`src/hw/rtl/tcw_pkg.sv`:
```
// Shared types and constants for the text console writer.
`timescale 1ns / 1ps

package tcw_pkg;

  // Action codes carried by an input word
  typedef enum logic [1:0] {
    ACT_PUT_CHAR  = 2'd0,
    ACT_NEW_LINE  = 2'd1,
    ACT_CLEAR     = 2'd2,
    ACT_READ_CELL = 2'd3
  } action_e;

  // White-on-black space
  localparam logic [15:0] BLANK_CELL = 16'h0F20;
  // Attribute after reset: white on black
  localparam logic [7:0]  ATTR_RESET = 8'h0F;

  // Cell RAM strobes
  typedef struct packed {
    logic we;
    logic re;
  } ram_ctl_t;

endpackage

```
`src/hw/rtl/tcw_seq.sv`:
```
// Sequencer: cursor tracking and the copy / fill sweeps over the cell RAM.
`timescale 1ns / 1ps

module tcw_seq #(
  parameter int ROWS = 25,
  parameter int COLS = 80,
  parameter int RW   = 5,
  parameter int CW   = 7,
  parameter int AW   = 11
) (
  input  logic               clk_i,
  input  logic               rst_ni,
  input  logic               start_i,
  input  tcw_pkg::action_e   action_i,
  input  logic [7:0]         char_code_i,
  input  logic [10:0]        cell_index_i,
  input  logic [7:0]         attr_i,
  output logic               busy_o,
  output logic               done_o,
  output logic [15:0]        cell_data_o,
  output logic [RW-1:0]      row_o,
  output logic [CW-1:0]      col_o,
  output logic               scrolled_o,
  output tcw_pkg::ram_ctl_t  ram_ctl_o,
  output logic [AW-1:0]      waddr_o,
  output logic [15:0]        wdata_o,
  output logic [AW-1:0]      raddr_o,
  input  logic [15:0]        rdata_i
);
  import tcw_pkg::*;

  localparam int CELLS = ROWS * COLS;
  localparam logic [AW-1:0] LAST_CELL = AW'(CELLS - 1);
  localparam logic [AW-1:0] LAST_COPY = AW'(CELLS - COLS - 1);
  localparam logic [AW-1:0] LAST_ROW0 = AW'(CELLS - COLS);
  localparam logic [AW-1:0] COLS_A    = AW'(COLS);
  localparam logic [RW-1:0] ROW_MAX   = RW'(ROWS - 1);
  localparam logic [CW-1:0] COL_MAX   = CW'(COLS - 1);

  typedef enum logic [4:0] {
    ST_BOOT = 5'b00001,
    ST_IDLE = 5'b00010,
    ST_COPY = 5'b00100,
    ST_FILL = 5'b01000,
    ST_READ = 5'b10000
  } state_e;

  state_e        state_q, state_d;
  logic [AW-1:0] cnt_q, cnt_d;
  logic          pend_q, pend_d;
  logic [AW-1:0] wa_q, wa_d;
  logic [RW-1:0] row_q, row_d;
  logic [CW-1:0] col_q, col_d;
  logic [AW-1:0] lin_q, lin_d;
  logic          done_q, done_d;
  logic [15:0]   data_q, data_d;
  logic          scr_q, scr_d;

  always_comb begin
    logic go_scroll;
    go_scroll = 1'b0;
    state_d   = state_q;
    cnt_d     = cnt_q;
    pend_d    = pend_q;
    wa_d      = wa_q;
    row_d     = row_q;
    col_d     = col_q;
    lin_d     = lin_q;
    done_d    = 1'b0;
    data_d    = data_q;
    scr_d     = scr_q;
    ram_ctl_o = '0;
    waddr_o   = wa_q;
    wdata_o   = rdata_i;
    raddr_o   = AW'(cnt_q + COLS_A);

    unique case (state_q)
      ST_BOOT, ST_FILL: begin
        ram_ctl_o.we = 1'b1;
        if (pend_q) begin
          // drain the last copied cell first
          pend_d = 1'b0;
        end else begin
          waddr_o = cnt_q;
          wdata_o = BLANK_CELL;
          if (cnt_q == LAST_CELL) begin
            state_d = ST_IDLE;
            done_d  = (state_q == ST_FILL);
            data_d  = '0;
          end else begin
            cnt_d = AW'(cnt_q + 1'b1);
          end
        end
      end
      ST_COPY: begin
        // read one row ahead, write back the word read last cycle
        ram_ctl_o.re = 1'b1;
        ram_ctl_o.we = pend_q;
        pend_d       = 1'b1;
        wa_d         = cnt_q;
        if (cnt_q == LAST_COPY) begin
          state_d = ST_FILL;
          cnt_d   = LAST_ROW0;
        end else begin
          cnt_d = AW'(cnt_q + 1'b1);
        end
      end
      ST_READ: begin
        state_d = ST_IDLE;
        done_d  = 1'b1;
        data_d  = rdata_i;
      end
      ST_IDLE: begin
        if (start_i) begin
          scr_d  = 1'b0;
          data_d = '0;
          unique case (action_i)
            ACT_PUT_CHAR: begin
              ram_ctl_o.we = 1'b1;
              waddr_o      = lin_q;
              wdata_o      = {attr_i, char_code_i};
              if (lin_q == LAST_CELL) begin
                go_scroll = 1'b1;
              end else begin
                done_d = 1'b1;
                lin_d  = AW'(lin_q + 1'b1);
                if (col_q == COL_MAX) begin
                  col_d = '0;
                  row_d = RW'(row_q + 1'b1);
                end else begin
                  col_d = CW'(col_q + 1'b1);
                end
              end
            end
            ACT_NEW_LINE: begin
              if (row_q == ROW_MAX) begin
                go_scroll = 1'b1;
              end else begin
                done_d = 1'b1;
                row_d  = RW'(row_q + 1'b1);
                col_d  = '0;
                lin_d  = AW'(lin_q - AW'(col_q) + COLS_A);
              end
            end
            ACT_CLEAR: begin
              state_d = ST_FILL;
              cnt_d   = '0;
              pend_d  = 1'b0;
              row_d   = '0;
              col_d   = '0;
              lin_d   = '0;
            end
            ACT_READ_CELL: begin
              if (32'(cell_index_i) < 32'(CELLS)) begin
                ram_ctl_o.re = 1'b1;
                raddr_o      = AW'(cell_index_i);
                state_d      = ST_READ;
              end else begin
                done_d = 1'b1;
              end
            end
            default: begin
              done_d = 1'b1;
            end
          endcase
          if (go_scroll) begin
            state_d = ST_COPY;
            cnt_d   = '0;
            pend_d  = 1'b0;
            scr_d   = 1'b1;
            row_d   = ROW_MAX;
            col_d   = '0;
            lin_d   = LAST_ROW0;
          end
        end
      end
      default: begin
        state_d = ST_IDLE;
      end
    endcase
  end

  always_ff @(posedge clk_i or negedge rst_ni) begin
    if (!rst_ni) begin
      state_q <= ST_BOOT;
      cnt_q   <= '0;
      pend_q  <= 1'b0;
      wa_q    <= '0;
      row_q   <= '0;
      col_q   <= '0;
      lin_q   <= '0;
      done_q  <= 1'b0;
      data_q  <= '0;
      scr_q   <= 1'b0;
    end else begin
      state_q <= state_d;
      cnt_q   <= cnt_d;
      pend_q  <= pend_d;
      wa_q    <= wa_d;
      row_q   <= row_d;
      col_q   <= col_d;
      lin_q   <= lin_d;
      done_q  <= done_d;
      data_q  <= data_d;
      scr_q   <= scr_d;
    end
  end

  assign busy_o      = (state_q != ST_IDLE);
  assign done_o      = done_q;
  assign cell_data_o = data_q;
  assign row_o       = row_q;
  assign col_o       = col_q;
  assign scrolled_o  = scr_q;

endmodule

```
`config.mk`:
```
export PLATFORM = sky130hd
export DESIGN_NAME = tcw_seq
export DESIGN_NICKNAME = d
export VERILOG_FILES = /design/src/hw/rtl/tcw_pkg.sv /design/src/hw/rtl/tcw_seq.sv
export SDC_FILE = /design/constraint.sdc
export NUM_CORES = 1
export LEC_CHECK = 0
export BUFFER_PORTS_ARGS = -buffer_cell sky130_fd_sc_hd__buf_2
export CAP_MARGIN = 0
export CORE_MARGIN = 2
export CORE_UTILIZATION = 50
export CTS_BUF_LIST = sky130_fd_sc_hd__clkbuf_8
export CTS_CLUSTER_SIZE = 20
export DETAILED_ROUTE_END_ITERATION = 7
export GPL_ROUTABILITY_DRIVEN = 0
export PLACE_DENSITY = 0.76
export SETUP_SLACK_MARGIN = 0.1
export SLEW_MARGIN = 20
export SYNTH_ARGS = -nofsm -noshare
export SYNTH_HDL_FRONTEND = slang
export SYNTH_SLANG_ARGS = --single-unit
```
`constraint.sdc`:
```
create_clock -name clk_i -period 5.4 [get_ports clk_i]
set_input_delay 0.54 -clock clk_i [delete_from_list [all_inputs] [get_ports clk_i]]
set_output_delay 0.54 -clock clk_i [all_outputs]
set_load 0.01 [all_outputs]
```
# Yosys cells after proc, flatten, opt, wreduce, memory -nomap -nowiden
# Cells that the tools add are included.
# word_totals
elab_cells	124
mem_bits_rw	0
romBits	0
output_inout_bits	71
register_bits	69
latch_bits	0
memories	0
in_bits	48
# op_classes
bitwise_logic	0
mul	0
n_addsub	7
n_reduce_logical	12
n_eq_ne	25
shift	0
order_cmp	1
div	0
mux	69
# ops
operator	count
11-bit 2-to-1 mux	16
16-bit 2-to-1 mux	6
11-bit one-hot mux with 3 select lines	2
5-bit 2-to-1 mux	10
16-bit one-hot mux with 3 select lines	1
11-bit equality test, second input constant	3
16-bit one-hot mux with 2 select lines	1
5-bit one-hot mux with 3 select lines	2
7-bit 2-to-1 mux	4
11-bit by 1-bit adder with 11-bit output, second input constant	2
11-bit by 7-bit adder with 11-bit output, second input constant	2
11-bit one-hot mux with 2 select lines	1
7-bit one-hot mux with 3 select lines	1
1-bit 2-to-1 mux	17
1-bit one-hot mux with 3 select lines	4
6-bit AND reduction	2
11-bit < comparator, second input constant	1
11-bit by 7-bit subtractor with 11-bit output	1
5-bit equality test, second input constant	2
2-bit != test, second input constant	5
5-bit one-hot mux with 2 select lines	1
5-bit AND reduction	2
3-bit != test, second input constant	3
7-bit by 1-bit adder with 7-bit output, second input constant	1
21 further kinds	24

# Longest topological paths before layout
# Gate-level depths: netlist of the first run.
# depth
word_depth	8
ltp_mapped	12
ltp_nobuf	12

# Worst setup path after synthesis of the first run
# OpenSTA, ideal clock, no wires.
# synth_timing
path_kind	flip-flop to output port
start	reg state_q[2]
end	out raddr_o[10]
arrival_ns	1.941
required_time_ns	4.860
stages_incl_launch_ff	9
path_buffers	2
slack_ns	2.919
path_cell_list	dfrtp_1 -> nor2_1 -> and3_1 -> clkbuf_1 -> nand3_1 -> nor2_1 -> clkbuf_1 -> nand2_1 -> o21ai_0
# synth_via
elab_chain_len	2
# synth_rtl
element	line	rtl
start, declared	tcw_seq.sv:48	state_e state_q, state_d;
start signal, assigned	tcw_seq.sv:196	state_q <= state_d;
5-bit by 2-bit equality test with 1-bit output	tcw_seq.sv:77	unique case (state_q)
11-bit 2-to-1 mux	tcw_seq.sv:77	
end, declared	tcw_seq.sv:27	output logic [AW-1:0] raddr_o,
# Every way passes these cells.

# Worst setup path after layout of the first run
# layout_timing
start	reg state_q[2]
end	out wdata_o[12]
# layout_via
elab_chain_len	3
word_cells_on_any_way	5
classes_between	eq/ne (3); mux (1); reduce/logical (1)
# layout_rtl
element	line	rtl
5-bit by 4-bit equality test with 1-bit output / 5-bit by 1-bit equality test with 1-bit output (equally long branches)	tcw_seq.sv:77	
2-bit OR reduction	tcw_seq.sv:77	
16-bit one-hot mux with 2 select lines *	tcw_seq.sv:77	
end, declared	tcw_seq.sv:26	output logic [15:0] wdata_o,
# Every way passes the cells marked *; elsewhere a longest branch is shown, timed or not.

==> results of run 1 <==
[metrics by stage]
| stage | cell area (um^2) | hold WS [ns] | setup slack [ns] | power [mW] |
|---|---|---|---|---|
| floorplan | 4797 | 0.2444 | 2.919 | 1.881 |
| global placement | 5428 | 0.4579 | 2.214 | 2.258 |
| detailed placement | 5428 | 0.4621 | 2.106 | 2.304 |
| CTS | 5625 | 0.4072 | 1.684 | 2.749 |
| global route | 5632 | 0.4180 | 1.461 | 2.987 |
| finish | 5632 | 0.3838 | 1.654 | 2.762 |
[state kept, by name, indices dropped and copies added, names as in the netlist]
register and count:
cell_data_o 16, cnt_q 11, col_o 7, done_o 1, lin_q 11, pend_q 1, row_o 5, scrolled_o 1
state_q 5, wa_q 11
[power groups by stage]
| stage | combinational, mW | clock (mW) | sequential (mW) |
|---|---|---|---|
| after global routing | 1.65 | 0.465 | 0.871 |
| final | 1.48 | 0.436 | 0.848 |
| after CTS | 1.47 | 0.442 | 0.842 |
| after detailed placement | 1.45 | 0 | 0.851 |
| after global placement | 1.42 | 0 | 0.843 |
| after floorplan | 1.11 | 0 | 0.769 |
[worst register-to-register path, delay by kind of cell, from the launching register on]
| family | cells | cell delay (ns) |
|---|---|---|
| buffers and inverters | 1 | 0.07 |
| AO/OA/AOI/OAI | 3 | 0.59 |
| flip-flops | 1 | 0.47 |
| adder cells (fa/ha/maj) | 3 | 0.90 |
| AND/OR/NAND/NOR | 2 | 0.59 |
[Yosys cell counts, types with 4 or more instances]
master / number / share of area [%]
xnor2_1: 8 / 1.5
dfrtp_1: 68 / 35
a22oi_1: 12 / 1.9
a21oi_1: 20 / 2.1
buf_2: 4 / 0.42
a22o_1: 29 / 5.3
nand2b_1: 7 / 0.91
clkbuf_1: 24 / 1.9
ha_1: 30 / 7.8
o22a_1: 7 / 1.3
and3_1: 8 / 1.0
o22ai_1: 5 / 0.65
nor2_1: 45 / 3.5
nand2_1: 89 / 7.0
or3_1: 4 / 0.52
inv_1: 31 / 2.4
nor3_1: 11 / 1.1
a31oi_1: 6 / 0.78
a211oi_1: 4 / 0.63
o21ai_1: 4 / 0.42
o21ai_0: 39 / 4.1
o31ai_1: 7 / 1.1
mux2_2: 7 / 1.6
nand3_1: 17 / 1.8
xor2_1: 7 / 1.3
[cell type report]
type                    count  area [um^2]  area share [%]
inverters                  31        116.4           2.066
repair buffers            120        605.6           10.75
diodes                      1        2.502         0.04443
flip-flops and latches     69         1728           30.68
multi-input cells         431         2820           50.08
clock inverters             7        73.82           1.311
clock buffers               9        123.9           2.200
well taps                 129        161.4           2.866
[logic make-up (layout without fill, tap and decap cells)]
group / count (synthesis) / count (layout)
other: 0 / 1
multiplexers: 10 / 10
buffers and inverters: 62 / 167
adder cells (fa/ha/maj): 31 / 31
flip-flops: 69 / 69
AO/OA/AOI/OAI: 163 / 163
XOR/XNOR: 15 / 15
AND/OR/NAND/NOR: 212 / 212
[layer usage]
layer  track usage, %  up-vias  part of all wire, %
li1                 -     2248                    -
met1            37.11     2248                   44
met4            8.923        2                  1.8
met2            40.94      166                   48
met3            6.019       27                  6.5
met5                0        -                0.096
[path summary, 6_finish.rpt]
kind                                  from              to  cells after the start
min in group clk_i              rdata_i[6]  cell_data_o[6]                      2
worst max register to register    lin_q[1]        lin_q[7]                      9
worst min register to register    wa_q[10]        wa_q[10]                      2
worst min-delay path                rst_ni        col_o[0]                      2
max in group asynchronous           rst_ni  cell_data_o[4]                      2
worst max-delay path            state_q[2]     wdata_o[12]                      7
==> results.md, run 1 <==
- Outcome: finished, final reports clean
- Post-Route WL: 13.54 mm
- Cells after Synth: 562
- Total global routing track utilization: a little over a quarter
- Slowest CP cell: and3_1
- Post-synthesis mux area share: between 2 and 2.5%
- First-pass GRT wire length: between 20 and 25 mm
- Final hold viol count: 0
- Normalized max-slew margin: between 30 and 40%
- Layout Nets: 741
- Cts hold-fix bufs: 0
- Worst path arrival time: approximately 3.2 ns
- Power share of the sequential group: 30.7%
- Crit-path leading delay family: simple AND/OR/NAND/NOR gates
- Crit end category: primary output
- Layout cell share with drive strength beyond 1: roughly a quarter
- Row count: 35
- Routed vias: around 4.7k
- Power Density: around 490 nW/um^2
- Logic pwr share: around 54%
- Non-Filler Instances: between 700 and 800
- CP startpoint kind: flip-flop
- Clock Latency Late Sink: 0.36 ns
- Post-synthesis simple-gate area fraction: a little over a fifth
- Clk pwr share: between 10% and 20%
- CTS Root Cell: clkbuf_8
- Critical path class: reg2out
- LEAKAGE: between 2 and 3 nW
- P_sw: approximately 1.3 mW
- Period utilisation layout: ~69%
- Overflow after GRT: 0
- Ports: between 100 and 150
- Avg Cell Area, Syn: roughly 8.5 um^2
- Post-synthesis cell type count: 64
- Die Ht: 102.0 um
- Starting Density: roughly 52%
- Seq/Total Area, Yosys: 36.02%
- Maximum Capacitance Violations: 0
- Mapped Nets: about 640
- Compound-Gate Fraction of Synth Area: ~25%
- Xor and xnor area share after synthesis: between 2 and 3%
- Post-Synth Adder-Cell Area: under 10%
- Vias in the first global route: ~4.4k
- CTS buffer count: 9
- Die width: slightly above 100 um
- Final setup vio count: 0
- Post-CTS Repair Setup Buffers: 0
- First DRT Iteration DRCs: 310
- I/O Buffers: ~120
- Worst-Margin Slew: 1.042 ns
- HP Class: in2async
- Clock transition at path regs: about 0.080 ns
- Crit path time final: approximately 3.7 ns
- Fmax: between 0.2 and 0.3 GHz
- Crit path cell chain: nor2_1, and3_1, and3_1, nor2_1, buf_4, a32o_1, buf_2
- Main combinational cell family by area after synthesis: compound AO/OA/AOI/OAI gates
- Worst clock skew: ~0.014 ns
- Largest net degree at the start of global routing: 70
- Pint: ~1.5 mW
- Area grow syn2layout: 17.40%
- TritonCTS clock tree: yes
- Setup TNS: 0 ns
- Most frequent cells in the layout: buf_2, nand2_1, dfrtp_1
- Initial antenna violation count: 2
- DR vias/cell: between 5 and 6
- Peak supply drop: approximately 0.24 mV
- # DRC: 0
- Synth Register Bits: 69
- Util after Layout: around 60%
- Commonest register cell after synthesis: dfrtp_1
- H-Tree Depth: 3
- Drt wl/cell: between 15 and 20 um
- Max Root-Sink Buffers: 2
- Area of the mapped netlist: 4797 um^2
- # fillers: roughly 850
- Switch share: 46.85%
- Dpl cells: 780
- Routed Antenna Nets: 0
- RSZ-0062 raised after global routing: no
- Critical path buffer and inverter count: 2
- DP Wirelength: 9.813 mm
- Syn. warnings: 0
- CP Data Required Time: slightly below 5 ns
- Core Box Area: 9284 um^2
- Post-synth EDFFs: 0
- Crit-path max cell delay: slightly below 0.8 ns
- Worst Path Max Fanout: 23
- Die ar.: just over 10,000 um^2
- Most common cell after layout, fill and taps aside: buf_2
- CTS resizes: 0
- Asr flop ratio synth: 100.0%
- Drt pass-1 iters: 5
- Register-to-register setup slack: 2.65 ns
- TritonCTS Sinks: 69
- Slew Limit Fails: 0
Power figures use the tool's default switching activity.
==> inputs of run 2 (changes only) <==
Clock period 5.4 ns to 3.9 ns, I/O delays scaled along.
==> run 2 against run 1 <==
Net effect: sequential power increased by 39%; count of clock-buffer cells in the layout stayed put; sequential share of layout area down 0.28 points; power rose by 42%; global-route usage shrank 0.72 points; critical path depth did not move; clock skew shrank 0.0028 ns; combinational power rose by 40%; final cell count grew 0.25%; design area is 0.91% higher; critical path type unchanged; largest cell class unchanged; largest power group unchanged; highest routed layer unchanged.
==> results.md, run 2 (synthesized netlist as in run 1, its figures left out) <==
- Die width: 102.0 um (unchanged)
- Vias in the first global route: 4,366 (-0.16%)
- Core Box Area: 9284 um^2 (unchanged)
- Worst clock skew: 0.01157 ns (-0.002783 ns)
- Placed instance area: 5450 um^2 (+0.41%)
- Worst hold slack: 0.1497 ns (-0.2341 ns)
- Pre-CTS setup slack: 0.8394 ns (-1.266 ns)
- Multi-input gate area: 2820 um^2 (unchanged)
- Crit path cell chain: xnor2_1, or4_4, nor2_1, nor2_1, buf_4, a32o_1, buf_2
- Most common cell after layout, fill and taps aside: buf_2
- Normalized max-slew margin: 41.86% (+12 points)
- Clock transition at path regs: 0.08 ns (about the same)
- CTS Root Cell: clkbuf_8
- Period utilisation layout: 89.25%
- Initial antenna violation count: 1 (-1)
- CTS buffer count: 9 (unchanged)
- CP Data Required Time: 3.51 ns (-1.35 ns)
- Die ar.: 10,390 um^2 (unchanged)
- Power Density: 691.2 nW/um^2 (+41%)
- H-Tree Depth: 3 (unchanged)
- Cts hold-fix bufs: 0 (unchanged)
- TritonCTS clock tree: yes
- Largest register FFs: 16 (unchanged)
- Area grow syn2layout: 18.47%
- Worst-Margin Slew: 0.8646 ns (-0.1771 ns)
- Met2 global-route usage: 41.95% (+1.0 points)
- Fmax: ~0.29 GHz
- GR Util met3: 4.104% (-1.9 points)
- Die Ht: 102.0 um (unchanged)
- Critical path class: reg2out
- M1 GR Usage: 35.75% (-1.4 points)
- Crit-path leading delay family: simple AND/OR/NAND/NOR gates
- Layout cell share with drive strength beyond 1: 24.03% (+0.34 points)
- Post-CTS Repair Setup Buffers: 0 (unchanged)
- Maximum Capacitance Violations: 0 (unchanged)
- Routed Antenna Nets: 0 (unchanged)
- Peak supply drop: 0.3842 mV (+62%)
- Worst path arrival time: 3.09 ns (-0.12 ns)
- Crit path time final: around 3.5 ns
- Non-Filler Instances: 799 (+0.25%)
- Most frequent cells in the layout: buf_2, nand2_1, dfrtp_1
- Post-route cell area: 5683 um^2 (+0.91%)
- Total global routing track utilization: 25.83% (-0.72 points)
- HP Class: in2async
- First-pass GRT wire length: 21.36 mm (-1.3%)
- Ant diodes: 0 (-1)
- Routed vias: 4,755 (+1.4%)
- Dpl cells: 783 (+0.38%)
- Drt pass-1 iters: 5 (unchanged)
- Outcome: finished, final reports clean
- Worst Path Max Fanout: 14 (-39%)
- TritonCTS Sinks: 69 (unchanged)
- Largest net degree at the start of global routing: 38 (-46%)
- # DRC: 0 (unchanged)
- Final hold viol count: 0 (unchanged)
- Slowest CP cell: dfstp_2
- CP dominant cell by count: nor2_1
- Max Root-Sink Buffers: 2 (unchanged)
- # fillers: 825 (-3.3%)
- Overflow after GRT: 0 (unchanged)
- Drt wl/cell: 16.95 um (-0.21%)
- Busiest grt layer: met2
- Ports: 119 (unchanged)
- CP startpoint kind: flip-flop
- DR vias/cell: 5.951 (+1.1%)
- Final setup vio count: 0 (unchanged)
- Critical path buffer and inverter count: 2 (unchanged)
- Post-Route WL: 13.54 mm (about the same)
- Final Worst Setup Slack: 0.4191 ns (-1.235 ns)
- Layout Nets: 744 (+0.40%)
- Starting Density: 51.67% (unchanged)
- First DRT Iteration DRCs: 346 (+12%)
- RSZ-0062 raised after global routing: no
- CTS resizes: 0 (unchanged)
- I/O Buffers: 118 (unchanged)
- Util after Layout: 61.21% (+0.55 points)
- Setup TNS: 0 ns (unchanged)
- FF+latch area: 1728 um^2 (unchanged)
- Crit-path max cell delay: 0.59 ns (-0.19 ns)
- Slew Limit Fails: 0 (unchanged)
- DP Wirelength: 10.02 mm (+2.1%)
- Row count: 35 (unchanged)
- Pwr Total: 3.928 mW (+42%)
- Clock Latency Late Sink: 0.35 ns (about the same)
- Crit end category: primary output
- LEAKAGE: 2.823 nW (+1.0%)
run 2: final cells by class:
cell class	count	area share, %
Clock inverter	7	1.849
Tap cell	129	2.840
Clock buffer	9	2.180
Sequential cell	69	30.41
Inverter	31	2.048
Multi-Input combinational cell	431	49.63
Timing Repair Buffer	123	11.05
run 2: power breakdown:
part / switching, mW / internal [mW] / leakage [nW]
Clock: 0.311 / 0.371 / 0.113
Sequential: 0.309 / 0.868 / 0.904
Combinational: 1.20 / 0.872 / 1.81
run 2: final timing paths:
path	startpoint	end	slack [ns]	cells after the start
max in group asynchronous	rst_ni	state_q[0]	2.77	2
worst min register to register	wa_q[8]	wa_q[8]	0.49	2
worst max-delay path	state_q[0]	wdata_o[12]	0.42	7
min in group clk_i	rdata_i[0]	cell_data_o[0]	0.27	2
worst max register to register	col_o[1]	lin_q[7]	1.20	10
worst min-delay path	rst_ni	row_o[0]	0.15	1
run 2: worst register-to-register path, cell delays in order, from the launching register on:
cell and delay (ns):
dfrtp_1 0.43, inv_1 0.07, ha_1 0.28, ha_1 0.19
inv_1 0.07, fa_1 0.41, nand2b_1 0.19, a21oi_1 0.32
o31ai_1 0.13, nor4_1 0.33, o22ai_1 0.14
run 2: metal layers:
metal	vias to the layer above	routed length [um]	part of all wire, %
met5	-	13	0.096
li1	2249	-	-
met2	187	6435	48
met4	2	233	1.7
met1	2294	6002	44
met3	23	858	6.3
==> inputs of run 3 (changes only) <==
Settings changed: CORE_MARGIN 2 to 1.
==> run 3 against run 2 <==
Net effect: combinational power barely moved; final cell count increased by 0.50%; routed wire length decreased by 0.72%; design area is 0.20% higher; register-to-register slack about the same; die area fell by 3.9%; clock skew shrank 0.0021 ns; worst setup slack better by 0.39 ns; sequential share of layout area is 0.060 points lower; first-iteration DRC count fell by 4.0%; count of clock-buffer cells in the layout is the same; largest power group unchanged.
==> results.md, run 3 (synthesized netlist as in run 1, its figures left out) <==
- Slew Limit Fails: 0 (unchanged)
- CP startpoint kind: flip-flop
- Crit path time final: 3.096 ns (-0.3852 ns)
- # DRC: 0 (unchanged)
- Die width: 99.95 um (-2.0%)
- Worst Path Max Fanout: 14 (unchanged)
- Reg-to-reg endpoint: lin_q[10]
- Post-Route WL: 13.45 mm (-0.72%)
- Largest net degree at the start of global routing: 41 (+7.9%)
- Fmax: 0.3230 GHz (+12%)
- Layout Nets: 748 (+0.54%)
- R2R Path Start: lin_q[4]
- Most frequent cells in the layout: buf_2, nand2_1, dfrtp_1
- Period utilisation layout: 79.38% (-9.9 points)
- Starting Density: 51.67% (unchanged)
- Core Box Area: 9284 um^2 (unchanged)
- Die ar.: 9990 um^2 (-3.9%)
- Max Root-Sink Buffers: 2 (unchanged)
- # fillers: 844 (+2.3%)
- GR Util met3: 3.969% (-0.13 points)
- Layout cell share with drive strength beyond 1: 24.18% (+0.15 points)
- Die Ht: 99.95 um (-2.0%)
- Overflow after GRT: 0 (unchanged)
- First-pass GRT wire length: 21.51 mm (+0.68%)
- M1 GR Usage: 37.75% (+2.0 points)
- TritonCTS Sinks: 69 (unchanged)
- Area grow syn2layout: 18.70%
- DP Wirelength: 9.784 mm (-2.4%)
- Setup TNS: 0 ns (unchanged)
- Clock transition at path regs: 0.08 ns (about the same)
- H-Tree Depth: 3 (unchanged)
- Register-to-register setup slack: 1.20 ns (about the same)
- Peak supply drop: 0.3435 mV (-11%)
- Routed Antenna Nets: 0 (unchanged)
- I/O Buffers: 118 (unchanged)
- Drt pass-1 iters: 7 (+2)
- CTS buffer count: 9 (unchanged)
- Hold Path End: cell_data_o[3]
- First DRT Iteration DRCs: 332 (-4.0%)
- TritonCTS clock tree: yes
- CP Data Required Time: 3.51 ns (about the same)
- Critical path class: reg2out
- Worst clock skew: 0.009465 ns (-0.002105 ns)
- Busiest grt layer: met2
- Util after Layout: 61.33% (+0.12 points)
- HP Class: in2reg
- Routed vias: 4,740 (-0.32%)
- Power Density: 676.6 nW/um^2 (-2.1%)
- FF+latch area: 1728 um^2 (unchanged)
- Multi-input gate area: 2816 um^2 (-0.13%)
- Largest register FFs: 16 (unchanged)
- Worst setup path start: state_q[0]
- Row count: 35 (unchanged)
- Clock Latency Late Sink: 0.35 ns (about the same)
- Maximum Capacitance Violations: 0 (unchanged)
- Ports: 119 (unchanged)
- RSZ-0062 raised after global routing: no
- Reg2reg path depth: 10 (unchanged)
- Worst path arrival time: 2.71 ns (-0.38 ns)
- Dpl cells: 785 (+0.26%)
- CTS Root Cell: clkbuf_8
- Worst-Margin Slew: 0.9537 ns (+0.08906 ns)
- Ant diodes: 0 (unchanged)
- Met2 global-route usage: 43.55% (+1.6 points)
- Final setup vio count: 0 (unchanged)
- Crit end category: primary output
- Most common cell after layout, fill and taps aside: buf_2
- Drt wl/cell: 16.74 um (-1.2%)
- Initial antenna violation count: 0 (-1)
- Normalized max-slew margin: 35.88% (-6.0 points)
- Non-Filler Instances: 803 (+0.50%)
- LEAKAGE: 2.829 nW (+0.24%)
- Worst hold path depth: 2
- Final hold viol count: 0 (unchanged)
- Vias in the first global route: 4,323 (-0.98%)
- Total global routing track utilization: 27.31% (+1.5 points)
- DR vias/cell: 5.903 (-0.81%)
- Worst hold slack: 0.2749 ns (+0.1251 ns)
- Outcome: finished, final reports clean
- HP Start: rdata_i[3]
==> run 3: cell types whose count changed in the layout (fill, tap and decap cells not counted) <==
cell	delta
inv_6	-3
buf_4	+2
clkinv_2	+2
buf_12	+1
bufinv_16	-1
clkinv_4	+1
clkinvlp_4	+1
dlygate4sd3_1	+1
o21ai_1	+1
o21ai_2	-1
==> run 3: final cells by class <==
cell class | count | area share (%)
Clock buffer | 9 | 2.175
Clock inverter | 7 | 1.318
Inverter | 31 | 2.044
Multi-Input combinational cell | 431 | 49.46
Sequential cell | 69 | 30.35
Tap cell | 129 | 2.835
Timing Repair Buffer | 127 | 11.82
==> run 3: worst max path at each step <==
stage	to	slack [ns]
after floorplan	raddr_o[10]	1.57
after global placement	wdata_o[12]	1.32
after detailed placement	wdata_o[12]	1.23
after CTS	wdata_o[12]	0.84
after global routing	wdata_o[15]	0.65
final	wdata_o[12]	0.80
==> run 3: per-stage QoR <==
stage	power, mW	worst slack (ns)	instance area, um^2
finish	3.853	0.8043	5694
detailed placement	3.221	1.227	5465
floorplan	2.605	1.569	4797
global route	4.129	0.6452	5694
CTS	3.831	0.8390	5664
global placement	3.174	1.316	5465
==> run 3: repair_timing <==
item / in CTS / in global routing
hold buffers: 0 / 1
gates resized for setup: 0 / 0
buffers inserted: 0 / 0
hold endpoints to repair: 0 / 8
==> run 3: critical path, cell delays in order (launching register included) <==
cell and delay [ns]:
dfstp_2 0.60, nor2_1 0.05, and3_1 0.32, and3_1 0.27, nor2_1 0.52, buf_4 0.32
a32o_1 0.14, buf_2 0.13
==> run 3: where the power goes <==
group / total [mW] / switching (mW) / internal, mW
clock network: 0.597 / 0.299 / 0.298
logic: 2.08 / 1.20 / 0.888
registers: 1.17 / 0.304 / 0.869
total: 3.85 / 1.80 / 2.05
==> run 3: routing by layer <==
metal | part of all wire (%) | vias to the layer above | routed length [um]
met4 | 1.8 | 0 | 243
li1 | - | 2252 | -
met3 | 6.7 | 22 | 906
met1 | 44 | 2263 | 5868
met2 | 48 | 203 | 6426
met5 | 0 | - | 0
